## src/gnmf_pkg.sv

```systemverilog
`timescale 1ns / 1ps

package gnmf_pkg;

  localparam int DATA_W      = 16;  // cell and mean width
  localparam int CFG_W       = 6;   // grid_size register width
  localparam int OUT_IDX_W   = 5;   // out_row / out_col width
  localparam int RESET_SIZE  = 32;  // grid_size after reset
  localparam int QUEUE_DEPTH = 4;
  localparam int QPTR_W      = 2;
  localparam int LEVEL_W     = 3;   // holds 0..QUEUE_DEPTH

  // Arithmetic widths: a column holds up to 3 cells, a window up to 8.
  localparam int COLSUM_W = 18;
  localparam int SUM_W    = 20;
  localparam int MAG_W    = 19;
  localparam int RECIP_W  = 21;
  localparam int PROD_W   = MAG_W + RECIP_W;
  localparam int DIV_SHIFT = 22;
  localparam int QUO_W    = PROD_W - DIV_SHIFT;

  // ceil(2^22 / d), exact for magnitudes below 2^19
  localparam logic [RECIP_W-1:0] RECIP_3 = 21'd1398102;
  localparam logic [RECIP_W-1:0] RECIP_5 = 21'd838861;
  localparam logic [RECIP_W-1:0] RECIP_8 = 21'd524288;

  typedef enum logic [1:0] {
    DIV_3,
    DIV_5,
    DIV_8
  } div_sel_e;

  // One column of the window: rows r-2, r-1, r
  typedef struct packed {
    logic signed [DATA_W-1:0] top;
    logic signed [DATA_W-1:0] mid;
    logic signed [DATA_W-1:0] bot;
  } col_t;

  // Item handed from the front to the back: one column plus what to emit
  typedef struct packed {
    col_t                 data;
    logic                 top_ok;   // row r-2 exists
    logic                 bot_ok;   // row r exists (not the drain row)
    logic                 left_ok;  // column c-2 exists
    logic                 emit_a;   // emit cell (r-1, c-1)
    logic                 emit_b;   // also emit cell (r-1, c) at row end
    logic                 last;     // drain row of a frame
    logic [OUT_IDX_W-1:0] row;      // r-1
    logic [OUT_IDX_W-1:0] col;      // c
  } col_entry_t;

  function automatic logic [1:0] bank_next(logic [1:0] b);
    logic [1:0] n;
    n = (b == 2'd2) ? 2'd0 : b + 2'd1;
    return n;
  endfunction

endpackage

```

## src/gnmf_front.sv

```systemverilog
`timescale 1ns / 1ps

module gnmf_front #(
  parameter int MAX_SIZE = 32
) (
  input  logic                               clk_i,
  input  logic                               rst_ni,
  input  logic                               cfg_we_i,
  input  logic [gnmf_pkg::CFG_W-1:0]         cfg_wdata_i,
  input  logic                               in_valid_i,
  output logic                               in_ready_o,
  input  logic signed [gnmf_pkg::DATA_W-1:0] in_data_i,
  input  logic [gnmf_pkg::LEVEL_W-1:0]       q_level_i,
  output logic                               push_o,
  output gnmf_pkg::col_entry_t               push_entry_o
);
  import gnmf_pkg::*;

  localparam int IDX_W = (MAX_SIZE > 1) ? $clog2(MAX_SIZE) : 1;
  localparam logic [IDX_W-1:0] MAX_LAST = IDX_W'(MAX_SIZE - 1);
  localparam logic [IDX_W-1:0] RST_LAST =
    (RESET_SIZE > MAX_SIZE) ? IDX_W'(MAX_SIZE - 1) : IDX_W'(RESET_SIZE - 1);

  logic [IDX_W-1:0] row_q, row_d, col_q, col_d, last_q, cfg_last;
  logic [1:0]       bank_q, bank_d;
  logic             flush_q, flush_d;
  logic             rd_valid_q;
  logic [LEVEL_W:0] occ;
  logic             room, acc, issue, at_row_end, r_ge1, r_ge2;

  logic signed [DATA_W-1:0] mem0 [MAX_SIZE];
  logic signed [DATA_W-1:0] mem1 [MAX_SIZE];
  logic signed [DATA_W-1:0] mem2 [MAX_SIZE];
  logic signed [DATA_W-1:0] rd0_q, rd1_q, rd2_q, bot_q;
  logic [1:0]               top_bank_q, mid_bank_q;
  col_entry_t               meta_q, meta_d;

  function automatic logic signed [DATA_W-1:0] pick(logic [1:0] b,
      logic signed [DATA_W-1:0] a0, logic signed [DATA_W-1:0] a1,
      logic signed [DATA_W-1:0] a2);
    logic signed [DATA_W-1:0] v;
    v = (b == 2'd0) ? a0 : ((b == 2'd1) ? a1 : a2);
    return v;
  endfunction

  always_comb begin
    if (cfg_wdata_i < CFG_W'(2)) begin
      cfg_last = IDX_W'(1);
    end else if (cfg_wdata_i > CFG_W'(MAX_SIZE)) begin
      cfg_last = MAX_LAST;
    end else begin
      cfg_last = IDX_W'(cfg_wdata_i - CFG_W'(1));
    end
  end

  // Leave room for the item still in the read stage
  assign occ        = {1'b0, q_level_i} + {{LEVEL_W{1'b0}}, rd_valid_q};
  assign room       = occ < (LEVEL_W + 1)'(QUEUE_DEPTH);
  assign in_ready_o = !flush_q && room;
  assign acc        = in_valid_i && in_ready_o;
  assign issue      = acc || (flush_q && room);
  assign at_row_end = (col_q == last_q);
  assign r_ge1      = flush_q || (row_q != '0);
  assign r_ge2      = flush_q || (row_q > IDX_W'(1));

  always_comb begin
    meta_d         = '0;
    meta_d.top_ok  = r_ge2;
    meta_d.bot_ok  = !flush_q;
    meta_d.left_ok = col_q > IDX_W'(1);
    meta_d.emit_a  = r_ge1 && (col_q != '0);
    meta_d.emit_b  = r_ge1 && at_row_end;
    meta_d.last    = flush_q;
    meta_d.row     = flush_q ? OUT_IDX_W'(last_q) : OUT_IDX_W'(row_q - IDX_W'(1));
    meta_d.col     = OUT_IDX_W'(col_q);
  end

  // Raster position; the drain row after the final cell reads as row n
  always_comb begin
    row_d   = row_q;
    col_d   = col_q;
    bank_d  = bank_q;
    flush_d = flush_q;
    if (issue) begin
      if (!at_row_end) begin
        col_d = col_q + IDX_W'(1);
      end else begin
        col_d = '0;
        if (flush_q) begin
          flush_d = 1'b0;
          row_d   = '0;
          bank_d  = 2'd0;
        end else if (row_q == last_q) begin
          flush_d = 1'b1;
          bank_d  = bank_next(bank_q);
        end else begin
          row_d  = row_q + IDX_W'(1);
          bank_d = bank_next(bank_q);
        end
      end
    end
  end

  always_ff @(posedge clk_i or negedge rst_ni) begin
    if (!rst_ni) begin
      row_q      <= '0;
      col_q      <= '0;
      bank_q     <= 2'd0;
      flush_q    <= 1'b0;
      last_q     <= RST_LAST;
      rd_valid_q <= 1'b0;
    end else begin
      rd_valid_q <= issue;
      if (cfg_we_i) begin
        row_q   <= '0;
        col_q   <= '0;
        bank_q  <= 2'd0;
        flush_q <= 1'b0;
        last_q  <= cfg_last;
      end else begin
        row_q   <= row_d;
        col_q   <= col_d;
        bank_q  <= bank_d;
        flush_q <= flush_d;
      end
    end
  end

  // Three row banks: write the current row, read the two rows above it
  always_ff @(posedge clk_i) begin
    if (acc) begin
      if (bank_q == 2'd0) begin
        mem0[col_q] <= in_data_i;
      end else if (bank_q == 2'd1) begin
        mem1[col_q] <= in_data_i;
      end else begin
        mem2[col_q] <= in_data_i;
      end
    end
    if (issue) begin
      rd0_q      <= mem0[col_q];
      rd1_q      <= mem1[col_q];
      rd2_q      <= mem2[col_q];
      bot_q      <= in_data_i;
      top_bank_q <= bank_next(bank_q);
      mid_bank_q <= bank_next(bank_next(bank_q));
      meta_q     <= meta_d;
    end
  end

  always_comb begin
    push_entry_o          = meta_q;
    push_entry_o.data.top = pick(top_bank_q, rd0_q, rd1_q, rd2_q);
    push_entry_o.data.mid = pick(mid_bank_q, rd0_q, rd1_q, rd2_q);
    push_entry_o.data.bot = bot_q;
  end

  assign push_o = rd_valid_q;

endmodule

```

## src/gnmf_queue.sv

```systemverilog
`timescale 1ns / 1ps

module gnmf_queue (
  input  logic                         clk_i,
  input  logic                         rst_ni,
  input  logic                         push_i,
  input  gnmf_pkg::col_entry_t         push_entry_i,
  input  logic                         pop_i,
  output logic                         valid_o,
  output gnmf_pkg::col_entry_t         head_o,
  output logic [gnmf_pkg::LEVEL_W-1:0] level_o
);
  import gnmf_pkg::*;

  col_entry_t          slots_q [QUEUE_DEPTH];
  logic [QPTR_W-1:0]   wr_ptr_q, rd_ptr_q;
  logic [LEVEL_W-1:0]  level_q;

  always_ff @(posedge clk_i) begin
    if (push_i) begin
      slots_q[wr_ptr_q] <= push_entry_i;
    end
  end

  always_ff @(posedge clk_i or negedge rst_ni) begin
    if (!rst_ni) begin
      wr_ptr_q <= '0;
      rd_ptr_q <= '0;
      level_q  <= '0;
    end else begin
      if (push_i) begin
        wr_ptr_q <= wr_ptr_q + QPTR_W'(1);
      end
      if (pop_i) begin
        rd_ptr_q <= rd_ptr_q + QPTR_W'(1);
      end
      if (push_i && !pop_i) begin
        level_q <= level_q + LEVEL_W'(1);
      end else if (pop_i && !push_i) begin
        level_q <= level_q - LEVEL_W'(1);
      end
    end
  end

  assign valid_o = (level_q != '0);
  assign head_o  = slots_q[rd_ptr_q];
  assign level_o = level_q;

endmodule

```

## src/gnmf_back.sv

```systemverilog
`timescale 1ns / 1ps

module gnmf_back (
  input  logic                                 clk_i,
  input  logic                                 rst_ni,
  input  logic                                 q_valid_i,
  input  gnmf_pkg::col_entry_t                 q_head_i,
  output logic                                 pop_o,
  output logic                                 out_valid_o,
  input  logic                                 out_ready_i,
  output logic signed [gnmf_pkg::DATA_W-1:0]   out_mean_o,
  output logic [gnmf_pkg::OUT_IDX_W-1:0]       out_row_o,
  output logic [gnmf_pkg::OUT_IDX_W-1:0]       out_col_o,
  output logic                                 out_last_o
);
  import gnmf_pkg::*;

  logic en, issue, sel_b, phase_q;
  col_t win_l_q, win_m_q;

  logic signed [COLSUM_W-1:0] l_sum, m_sum, r_sum;
  logic                       cols3, rows3;
  div_sel_e                   div_sel;

  logic                        s1_valid_q, s2_valid_q, s3_valid_q, out_valid_q;
  logic signed [COLSUM_W-1:0]  s1_l_q, s1_m_q, s1_r_q;
  div_sel_e                    s1_div_q;
  logic [OUT_IDX_W-1:0]        s1_row_q, s1_col_q, s2_row_q, s2_col_q, s3_row_q, s3_col_q;
  logic                        s1_last_q, s2_last_q, s3_last_q, s2_neg_q, s3_neg_q;
  logic signed [SUM_W-1:0]     total;
  logic [MAG_W-1:0]            mag, s2_mag_q;
  logic [RECIP_W-1:0]          recip, s2_recip_q;
  logic [PROD_W-1:0]           s3_prod_q;
  logic [QUO_W-1:0]            quo, signed_quo;

  function automatic logic signed [COLSUM_W-1:0] col_sum(col_t v, logic top_ok,
      logic bot_ok, logic mid_ok);
    logic signed [COLSUM_W-1:0] s;
    s = (top_ok ? COLSUM_W'(v.top) : '0) + (mid_ok ? COLSUM_W'(v.mid) : '0)
      + (bot_ok ? COLSUM_W'(v.bot) : '0);
    return s;
  endfunction

  // Whole pipe advances unless a result in the output register waits on out_ready_i
  assign en = !out_valid_q || out_ready_i;

  // A row-end column gives two cells: phase 0 the inner one, phase 1 the edge one
  always_comb begin
    issue = 1'b0;
    sel_b = 1'b0;
    pop_o = 1'b0;
    if (en && q_valid_i) begin
      if (!q_head_i.emit_a) begin
        pop_o = 1'b1;
      end else if (!phase_q) begin
        issue = 1'b1;
        pop_o = !q_head_i.emit_b;
      end else begin
        issue = 1'b1;
        sel_b = 1'b1;
        pop_o = 1'b1;
      end
    end
  end

  always_comb begin
    if (sel_b) begin
      l_sum = col_sum(win_m_q, q_head_i.top_ok, q_head_i.bot_ok, 1'b1);
      m_sum = col_sum(q_head_i.data, q_head_i.top_ok, q_head_i.bot_ok, 1'b0);
      r_sum = '0;
      cols3 = 1'b0;
    end else begin
      l_sum = q_head_i.left_ok
            ? col_sum(win_l_q, q_head_i.top_ok, q_head_i.bot_ok, 1'b1) : '0;
      m_sum = col_sum(win_m_q, q_head_i.top_ok, q_head_i.bot_ok, 1'b0);
      r_sum = col_sum(q_head_i.data, q_head_i.top_ok, q_head_i.bot_ok, 1'b1);
      cols3 = q_head_i.left_ok;
    end
    rows3 = q_head_i.top_ok && q_head_i.bot_ok;
    if (cols3 && rows3) begin
      div_sel = DIV_8;
    end else if (cols3 || rows3) begin
      div_sel = DIV_5;
    end else begin
      div_sel = DIV_3;
    end
  end

  always_comb begin
    total = SUM_W'(s1_l_q) + SUM_W'(s1_m_q) + SUM_W'(s1_r_q);
    mag   = total[SUM_W-1] ? MAG_W'(-total) : MAG_W'(total);
    case (s1_div_q)
      DIV_3:   recip = RECIP_3;
      DIV_5:   recip = RECIP_5;
      DIV_8:   recip = RECIP_8;
      default: recip = RECIP_8;
    endcase
  end

  assign quo        = s3_prod_q[PROD_W-1:DIV_SHIFT];
  assign signed_quo = s3_neg_q ? -quo : quo;

  always_ff @(posedge clk_i or negedge rst_ni) begin
    if (!rst_ni) begin
      phase_q     <= 1'b0;
      s1_valid_q  <= 1'b0;
      s2_valid_q  <= 1'b0;
      s3_valid_q  <= 1'b0;
      out_valid_q <= 1'b0;
    end else if (en) begin
      if (q_valid_i) begin
        phase_q <= q_head_i.emit_a && q_head_i.emit_b && !phase_q;
      end
      s1_valid_q  <= issue;
      s2_valid_q  <= s1_valid_q;
      s3_valid_q  <= s2_valid_q;
      out_valid_q <= s3_valid_q;
    end
  end

  always_ff @(posedge clk_i) begin
    if (pop_o) begin
      win_l_q <= win_m_q;
      win_m_q <= q_head_i.data;
    end
    if (en) begin
      s1_l_q     <= l_sum;
      s1_m_q     <= m_sum;
      s1_r_q     <= r_sum;
      s1_div_q   <= div_sel;
      s1_row_q   <= q_head_i.row;
      s1_col_q   <= sel_b ? q_head_i.col : q_head_i.col - OUT_IDX_W'(1);
      s1_last_q  <= sel_b && q_head_i.last;
      s2_mag_q   <= mag;
      s2_neg_q   <= total[SUM_W-1];
      s2_recip_q <= recip;
      s2_row_q   <= s1_row_q;
      s2_col_q   <= s1_col_q;
      s2_last_q  <= s1_last_q;
      s3_prod_q  <= PROD_W'(s2_mag_q) * PROD_W'(s2_recip_q);
      s3_neg_q   <= s2_neg_q;
      s3_row_q   <= s2_row_q;
      s3_col_q   <= s2_col_q;
      s3_last_q  <= s2_last_q;
      out_mean_o <= DATA_W'(signed_quo);
      out_row_o  <= s3_row_q;
      out_col_o  <= s3_col_q;
      out_last_o <= s3_last_q;
    end
  end

  assign out_valid_o = out_valid_q;

endmodule

```

## src/grid_neighbor_mean_filter_unit.sv

```systemverilog
`timescale 1ns / 1ps

// A result passes the front's read register, the queue, the back's stages s1, s2
// and s3 and its output register. Throughput: one item per cycle while the queue
// has room; the back part emits two results for a row-end column, so a long
// stream is held back by it. After the last cell of a frame input holds while
// the front re-reads the last two rows to drain them.
// Reset (rst_ni low, asynchronous): grid size 32 (MAX_SIZE if smaller), position (0,0), pipe empty.

module grid_neighbor_mean_filter_unit #(
  parameter int MAX_SIZE = 32
) (
  input  logic        clk_i,
  input  logic        rst_ni,
  // grid_size register write
  input  logic        cfg_we_i,
  input  logic [5:0]  cfg_wdata_i,
  // input items
  input  logic        s_axis_tvalid,
  output logic        s_axis_tready,
  input  logic [15:0] s_axis_tdata,   // [15:0] cell_value
  // result items
  output logic        m_axis_tvalid,
  input  logic        m_axis_tready,
  output logic [31:0] m_axis_tdata,   // [15:0] mean_value, [20:16] out_row,
                                      // [25:21] out_col, [31:26] zero
  output logic        m_axis_tlast    // frame_last
);
  import gnmf_pkg::*;

  logic                     push, pop, q_valid;
  col_entry_t               push_entry, q_head;
  logic [LEVEL_W-1:0]       q_level;
  logic signed [DATA_W-1:0] mean;
  logic [OUT_IDX_W-1:0]     out_row, out_col;

  // Front: count the raster position, keep the three row banks, and turn every
  // item, and every drain-row position, into one column of three cells plus what the back must emit for it.
  gnmf_front #(
    .MAX_SIZE(MAX_SIZE)
  ) u_front (
    .clk_i       (clk_i),
    .rst_ni      (rst_ni),
    .cfg_we_i    (cfg_we_i),
    .cfg_wdata_i (cfg_wdata_i),
    .in_valid_i  (s_axis_tvalid),
    .in_ready_o  (s_axis_tready),
    .in_data_i   (s_axis_tdata),
    .q_level_i   (q_level),
    .push_o      (push),
    .push_entry_o(push_entry)
  );

  // Short queue: lets input keep flowing while the back emits two results
  // for a row-end column or holds on a stalled output.
  gnmf_queue u_queue (
    .clk_i       (clk_i),
    .rst_ni      (rst_ni),
    .push_i      (push),
    .push_entry_i(push_entry),
    .pop_i       (pop),
    .valid_o     (q_valid),
    .head_o      (q_head),
    .level_o     (q_level)
  );

  // Back: slide a three-column window, sum the neighbors that exist, divide
  // by 3, 5 or 8 through a reciprocal multiply, and hold the result.
  gnmf_back u_back (
    .clk_i      (clk_i),
    .rst_ni     (rst_ni),
    .q_valid_i  (q_valid),
    .q_head_i   (q_head),
    .pop_o      (pop),
    .out_valid_o(m_axis_tvalid),
    .out_ready_i(m_axis_tready),
    .out_mean_o (mean),
    .out_row_o  (out_row),
    .out_col_o  (out_col),
    .out_last_o (m_axis_tlast)
  );

  assign m_axis_tdata = {6'b0, out_col, out_row, mean};

endmodule
```

## config.mk

```make
export PLATFORM = sky130hd
export DESIGN_NAME = grid_neighbor_mean_filter_unit
export DESIGN_NICKNAME = d
export VERILOG_FILES = /design/src/gnmf_pkg.sv /design/src/gnmf_front.sv /design/src/gnmf_queue.sv /design/src/gnmf_back.sv /design/src/grid_neighbor_mean_filter_unit.sv
export SDC_FILE = /design/constraint.sdc
export NUM_CORES = 2
export LEC_CHECK = 0
export BUFFER_PORTS_ARGS = -buffer_cell sky130_fd_sc_hd__buf_2
export CAP_MARGIN = 25
export CORE_UTILIZATION = 40
export CTS_BUF_LIST = sky130_fd_sc_hd__clkbuf_4 sky130_fd_sc_hd__clkbuf_8
export DETAILED_ROUTE_END_ITERATION = 12
export GPL_TIMING_DRIVEN = 0
export PLACE_DENSITY_LB_ADDON = 0.1
export SETUP_SLACK_MARGIN = 0.3
export SLEW_MARGIN = 25
export SYNTH_ARGS = -nofsm -noshare
export SYNTH_HDL_FRONTEND = slang
export SYNTH_HIERARCHICAL = 1
export SYNTH_SLANG_ARGS = --single-unit
```

## constraint.sdc

```tcl
create_clock -name clk_i -period 28.8 [get_ports clk_i]
set_clock_uncertainty 0.15 [all_clocks]
set_input_delay 7.2 -clock clk_i [delete_from_list [all_inputs] [get_ports clk_i]]
set_output_delay 7.2 -clock clk_i [all_outputs]
set_load 0.03 [all_outputs]
```

# Word-level counts from Yosys, hierarchy flattened
# Memories as Yosys holds them, arrays and structs flattened. A register that Yosys moved wholly into a read port is not among the register bits.
# Index checks and enable logic that the tools add are counted.
word_totals:
  regBits: 359
  mem_bits_rw: 1792
  input_bits: 27
  output_inout_bits: 35
  mem_count: 4
mem_list:
  columns: ["memory", "depth", "word_bits", "rd", "rd_clocked_by_memory_dff", "write_ports", "line_no", "source"]
  rows:
  - ["u_front.mem0", 32, 16, 1, 1, 1, "gnmf_front.sv:31", "logic signed [DATA_W-1:0] mem0 [MAX_SIZE];"]
  - ["u_front.mem1", 32, 16, 1, 1, 1, "gnmf_front.sv:32", "logic signed [DATA_W-1:0] mem1 [MAX_SIZE];"]
  - ["u_front.mem2", 32, 16, 1, 1, 1, "gnmf_front.sv:33", "logic signed [DATA_W-1:0] mem2 [MAX_SIZE];"]
  - ["u_queue.slots_q", 4, 64, 1, 0, 1, "gnmf_queue.sv:15", "col_entry_t slots_q [QUEUE_DEPTH];"]
op_classes:
  add_sub_neg: 24
  n_mul: 1
  magnitude_cmp: 5
  n_eq_ne: 9
  muxes: 63
  reduce_logical: 37
op_table:
  columns: ["op", "n"]
  rows:
  - ["18-bit 2-to-1 mux", 9]
  - ["18-bit adder", 8]
  - ["16-bit 2-to-1 mux", 5]
  - ["5-bit 2-to-1 mux", 12]
  - ["21-bit case mux with 2 select lines", 1]
  - ["19-bit by 21-bit multiplier with 38-bit output", 1]
  - ["1-bit 2-to-1 mux", 28]
  - ["19-bit by 18-bit adder with 20-bit output", 1]
  - ["18-bit by 18-bit adder with 19-bit output", 1]
  - ["19-bit 2-to-1 mux", 1]
  - ["19-bit negation", 1]
  - ["16-bit negation", 1]
  - ["5-bit by 1-bit subtractor with 5-bit output, second input constant", 3]
  - ["1-bit logical AND", 13]
  - ["5-bit by 1-bit adder with 5-bit output, second input constant", 2]
  - ["5-bit equality test", 2]
  - ["5-bit by 1-bit > comparator with 1-bit output, second input constant", 2]
  - ["2-bit 2-to-1 mux", 5]
  - ["5-bit nonzero test", 2]
  - ["2-bit by 1-bit adder with 2-bit output, second input constant", 4]
  - ["2-bit by 1-bit equality test with 1-bit output, second input constant", 4]
  - ["2-bit zero test", 4]
  - ["6-bit > comparator, second input constant", 1]
  - ["1-bit zero test", 6]
  - ["other kinds (13)", 22]

# Logic depth before layout (Yosys ltp)
# An unclocked memory read counts as a cell.
logic_depth:
  depth_word: 8
  depth_mapped: 27
  depth_no_buf: 25

# Modules after synthesis
# The synthesis kept the hierarchy.
by_module_without_submodules:
  columns: ["module", "n_inst", "cells_per_inst", "area_each_um2", "seq_area_each_um2"]
  rows:
  - ["gnmf_front", 1, 2795, 62234.7, 49128.4]
  - ["gnmf_back", 1, 2056, 22988.3, 7722.4]
  - ["gnmf_queue", 1, 367, 9618.0, 7862.5]
  - ["grid_neighbor_mean_filter_unit", 1, 7, 48.8, 0.0]

# Worst setup path after synthesis
# No wires, ideal clock.
synth_timing:
  kind: "input -> register"
  start: "input m_axis_tready"
  end: "register u_queue.level_q[1], in the netlist u_queue/level_o[1]"
  setup_ns: 0.125
  arrival_ns: 17.896
  slack_ns: 10.629
  cell_stages: 9
  path_buffers: 1
  cell_sequence: "nand2b_1 -> clkbuf_1 -> nand2_1 -> nor2_1 -> inv_1 -> ha_1 -> inv_1 -> fa_1 -> mux2_2"
synth_via:
  elab_chain_len: 6
  elab_cells_between_ends: 8
synth_rtl:
  columns: ["element", "line_no", "source"]
  rows:
  - ["start: declaration", "grid_neighbor_mean_filter_unit.sv:24", "input logic m_axis_tready,"]
  - ["1-bit logical OR (*)", "gnmf_back.sv:45", "assign en = !out_valid_q || out_ready_i;"]
  - ["1-bit logical AND (*)", "gnmf_back.sv:52", "if (en && q_valid_i) begin"]
  - ["1-bit 2-to-1 mux (*)", "gnmf_back.sv:52", null]
  - ["net pop", "grid_neighbor_mean_filter_unit.sv:31", "logic push, pop, q_valid;"]
  - ["1-bit zero test", "gnmf_queue.sv:37", "if (push_i && !pop_i) begin"]
  - ["1-bit logical AND", "gnmf_queue.sv:37", null]
  - ["3-bit 2-to-1 mux / 2-bit nonzero test (equally long branches)", null, null]
  - ["end signal: assignment", "gnmf_queue.sv:38", "level_q <= level_q + LEVEL_W'(1);"]
  - ["end signal: assignment", "gnmf_queue.sv:40", "level_q <= level_q - LEVEL_W'(1);"]
  - ["end: declaration", "gnmf_queue.sv:17", "logic [LEVEL_W-1:0] level_q;"]
# The timed path passes the listed nets; every way through them passes the cells marked *.
# A chain may end at the register's enable or synchronous reset.

# Worst setup path in the final report
layout_timing:
  start: "register u_front.flush_q"
  end: "output s_axis_tready"
layout_via:
  elab_chain_len: 2
layout_rtl:
  columns: ["element", "line_no", "source"]
  rows:
  - ["start: declaration", "gnmf_front.sv:26", "logic flush_q, flush_d;"]
  - ["start signal: assignment", "gnmf_front.sv:124", "flush_q <= flush_d;"]
  - ["1-bit zero test", "gnmf_front.sv:59", "assign in_ready_o = !flush_q && room;"]
  - ["1-bit logical AND", "gnmf_front.sv:59", null]
  - ["end: declaration", "grid_neighbor_mean_filter_unit.sv:20", "output logic s_axis_tready,"]
# No other way between the ends.

==> results <==
- The run finished with clean final reports.
- For the pin with the worst max-slew slack, the measured transition is roughly 1.1 ns.
- The synthesized netlist devotes under 10% of its cell area to compound gates.
- The number of hold buffers added after cts is 0.
- Once the clock tree was built, the resizer swapped 0 gates to a different size.
- The count of endpoints failing setup in the final report is 0.
- Along the worst path, the maximum fanout reaches 10.
- The clock latency on the worst-skew pair is 1.08 ns.
- The number of iterations in the first detailed-routing pass is 6.
- The post-synthesis cell type count is 88.
- Entering global routing, the biggest net connects between 70 and 80 pins.
- The critical path is of the flip-flop to output port type.
- The total DRC errors in the routed layout is 0.
- The count of H-tree levels built during CTS is 5.
- The number of hold-slack violations in the final timing report is 0.
- In this run the vertical extent of the chip is 489 µm.
- The routed wire length per instance is between 30 and 40 µm.
- In this run the worst hold path is classified as flip-flop to flip-flop.
- For the worst setup path, the data required time is between 20 and 25 ns.
- Clock-pin slew was measured on the worst setup and hold paths at 0.06 ns.
- The number of antenna violations at the first check in global routing is 21.
- The half-perimeter wire length after placement is 197000 µm.
- The clock period minus final worst setup slack is between 10 and 15 ns.
- The CTS tree is yes.
- The number of setup buffers added after CTS is 0.
- met2 is the most crowded layer.
- In this run the tightest slew margin relative to its limit is between 20% and 30%.
- The initial utilization of the core area, before any placement, comes to 40.3%.
- The adder and majority gate portion of the synthesized area is between 8 and 9%.
- Dividing the detail-routed via count by the number of cells gives ~5.5.
- The routed layout has about 50k vias.
- The number of cells produced by synthesis is between 5k and 6k.
- STA classifies the critical path startpoint as a flip-flop.
- Summing the areas of all and, or, nand and nor instances in the mapped netlist gives between 3 and 4% of the synthesized area.
- The final number of max-transition violations is 0.
- The count of routing violations after the opening detailed-route iteration is between 4k and 5k.
- Sequential cells were found to cover about two thirds of the synthesized design area.
- The die width is 489 µm.
- Setup repair after global routing left no endpoint under its margin.
- The top-level port count is 62.
- Each instance of the synthesized netlist takes up on average 18.2 µm².
- The summed instance area of the synthesized netlist is 94900 µm².
- The post-detailed-route count of antenna-violating nets is 0.
- Data on the critical path arrives at its endpoint at between 2 and 3 ns.
- Global routing consumed, on the met1 layer, a little under a third of the routing resources.
- After global routing the overflow that remains totals 0.
- Compared with the post-synthesis result, the final layout area differs by 15.6%.
- The root buffer cell chosen for the clock tree is sky130_fd_sc_hd__clkbuf_8.
- For this block, the routed nets add up to approximately 280000 µm of wire.
- The floorplan step defined a die boundary enclosing about 240000 µm².
- Across the run, the number of max-cap violations was 0.
- The combinational family with the most area after synthesis is multiplexers.
- The via count of the first global-routing pass is between 50k and 60k.
- Summed over all failing endpoints, the final setup total negative slack is 0 ns.
- The routability congestion estimate is roughly 0.84.
- TritonCTS created 380 clock buffers.
- The critical path capture point type is an output port.
- The fraction of final layout cells sized beyond drive strength 1 is a little under a quarter.
- Buffers placed on the I/O ports in this run total between 50 and 60.
- The final layout net count is approximately 6.3k.
- The met2 demand-to-capacity share in global routing is between 30% and 40%.
- For this design, the sink count on the clock tree is between 2k and 2.5k.
- The buffer levels on the longest clock path is 4.
- The filler cell count is 20.1k.
- After synthesis, the share of flip-flops with an asynchronous set or reset is between 1 and 1.5%.
- Among all flip-flop cells after synthesis, the most frequent one is sky130_fd_sc_hd__edfxtp_1.
- Yosys mapped a number of flops with a built-in enable equal to 2129.
- Summing the areas of all xor and xnor instances in the mapped netlist gives 1.45% of the synthesized area.
- The worst path uses 35.5% of the clock period.
- The count of standard-cell rows is 178.
- The yosys synthesis warning count is 6.
- The highest achievable clock rate is a little under 0.1 GHz.
- In the synthesized netlist, mux cells make up 11.1% of the area.
- The first global-routing pass estimated 392000 µm of wire.
- The global router's overall resource usage is 23.5%.
- After synthesis the netlist holds a flip-flop and latch count of around 2.2k.
- The met3 track demand over resource in global routing is under 10%.
- The placeable core region is 235000 µm².
final timing paths:
kind | from | endpoint | slack (ns) | depth (start not counted)
setup reg to reg | u_back/s2_recip_q[15] | u_back/s3_prod_q[32] | 21.32 | 23
hold reg to reg | u_back/s1_col_q[3] | u_back/s2_col_q[3] | 0.23 | 0
setup / recovery | u_front/flush_q | s_axis_tready | 18.58 | 3
max in group asynchronous | rst_ni | u_front/row_q[3] | 21.67 | 1
hold / removal | u_back/s1_col_q[3] | u_back/s2_col_q[3] | 0.23 | 0
min in group asynchronous | rst_ni | u_back/phase_q | 6.18 | 1
cells in the mapped netlist, drive strengths merged (24+ instances only):
cell,number,share of area [%]
clkbuf,130,0.52
xnor2,85,0.78
fa,262,5.5
a21o,32,0.25
nand2,198,0.79
inv,417,1.6
xor2,72,0.66
dfrtp,26,0.69
a22oi,193,1.5
and2,140,0.92
ha,254,3.3
a21oi,82,0.44
mux4,448,11
nor2,183,0.72
nor3,24,0.14
nand3,27,0.14
mux2i,35,0.37
buf,87,0.50
nand4,59,0.40
edfxtp,2129,67
o21ai,107,0.57
per-layer routing:
| layer | vias up | routed length [µm] |
|---|---|---|
| met5 | - | 40 |
| met4 | 6 | 9550 |
| met3 | 424 | 16600 |
| met2 | 1748 | 137000 |
| met1 | 26800 | 115000 |
| li1 | 21400 | - |
kinds of logic after synthesis:
logic type	Yosys count
DFF	2160
and+or+nand+nor	732
buffers and inverters	635
AOI/OAI and AO/OA	531
adders and majority gates	516
muxes	493
xor gates and xnor gates	157
other	1
area by class of cell:
type / count / area, µm² / area share, %
antenna: 8 / 20.0 / 0.0183
inverter: 418 / 1570 / 1.44
clock inverter: 146 / 902 / 0.823
sequential: 2160 / 64700 / 59.0
buffer: 217 / 1010 / 0.924
timing repair buffer: 166 / 2870 / 2.62
tap: 3150 / 3940 / 3.59
clock buffer: 501 / 6200 / 5.65
multi-input combinational: 2435 / 28400 / 25.9
flip-flops by register name, summed over array words and instances, names as in the netlist, 16 cells and up:
signal and count:
u_front/rd1_q 16, u_front/bot_q 16, u_front/mem2 512, u_front/push_entry_o 16, u_front/rd2_q 16, u_back/s1_m_q 18
u_back/s2_mag_q 19, u_back/win_l_q 48, u_queue/slots_q 256, u_front/rd0_q 16, u_back/out_mean_o 16, u_back/s3_prod_q 16
u_back/s1_l_q 18, u_front/mem1 512, u_front/mem0 512, u_back/win_m_q 48, u_back/s1_r_q 18
worst max-delay path: stages, from the launching register on:
cell                       delay, ns
sky130_fd_sc_hd__dfrtp_1        0.45
sky130_fd_sc_hd__clkbuf_1       0.24
sky130_fd_sc_hd__nor3_1         0.84
sky130_fd_sc_hd__buf_2          0.35
through the flow:
stage | cell area (µm²) | setup WS (ns) | std cells | hold slack (ns) | util [%]
6_report | 110000 | 18.58 | 9201 | 0.226 | 46.6
5_1_grt | 110000 | 18.33 | 9198 | 0.229 | 46.6
4_1_cts | 110000 | 18.39 | 9193 | 0.222 | 46.6
3_5_place_dp | 103000 | 18.11 | 8546 | 0.255 | 43.6
3_3_place_gp | 99100 | 5.38 | 8435 | 0.255 | 42.1
2_1_floorplan | 94900 | 10.63 | 5230 | 0.250 | -
cell usage in the layout (no fill, tap or decap), types with 112 or more instances in the layout:
master / instances
sky130_fd_sc_hd__clkbuf_4: 112
sky130_fd_sc_hd__fa_1: 262
sky130_fd_sc_hd__clkbuf_8: 390
sky130_fd_sc_hd__and2_1: 135
sky130_fd_sc_hd__a22oi_1: 193
sky130_fd_sc_hd__edfxtp_1: 2129
sky130_fd_sc_hd__mux4_2: 448
sky130_fd_sc_hd__inv_1: 416
sky130_fd_sc_hd__nand2_1: 196
sky130_fd_sc_hd__ha_1: 254
Power is left out: the tool's default activity adds up to more than one toggle a clock period on the data nets, which glitch-free logic cannot reach.
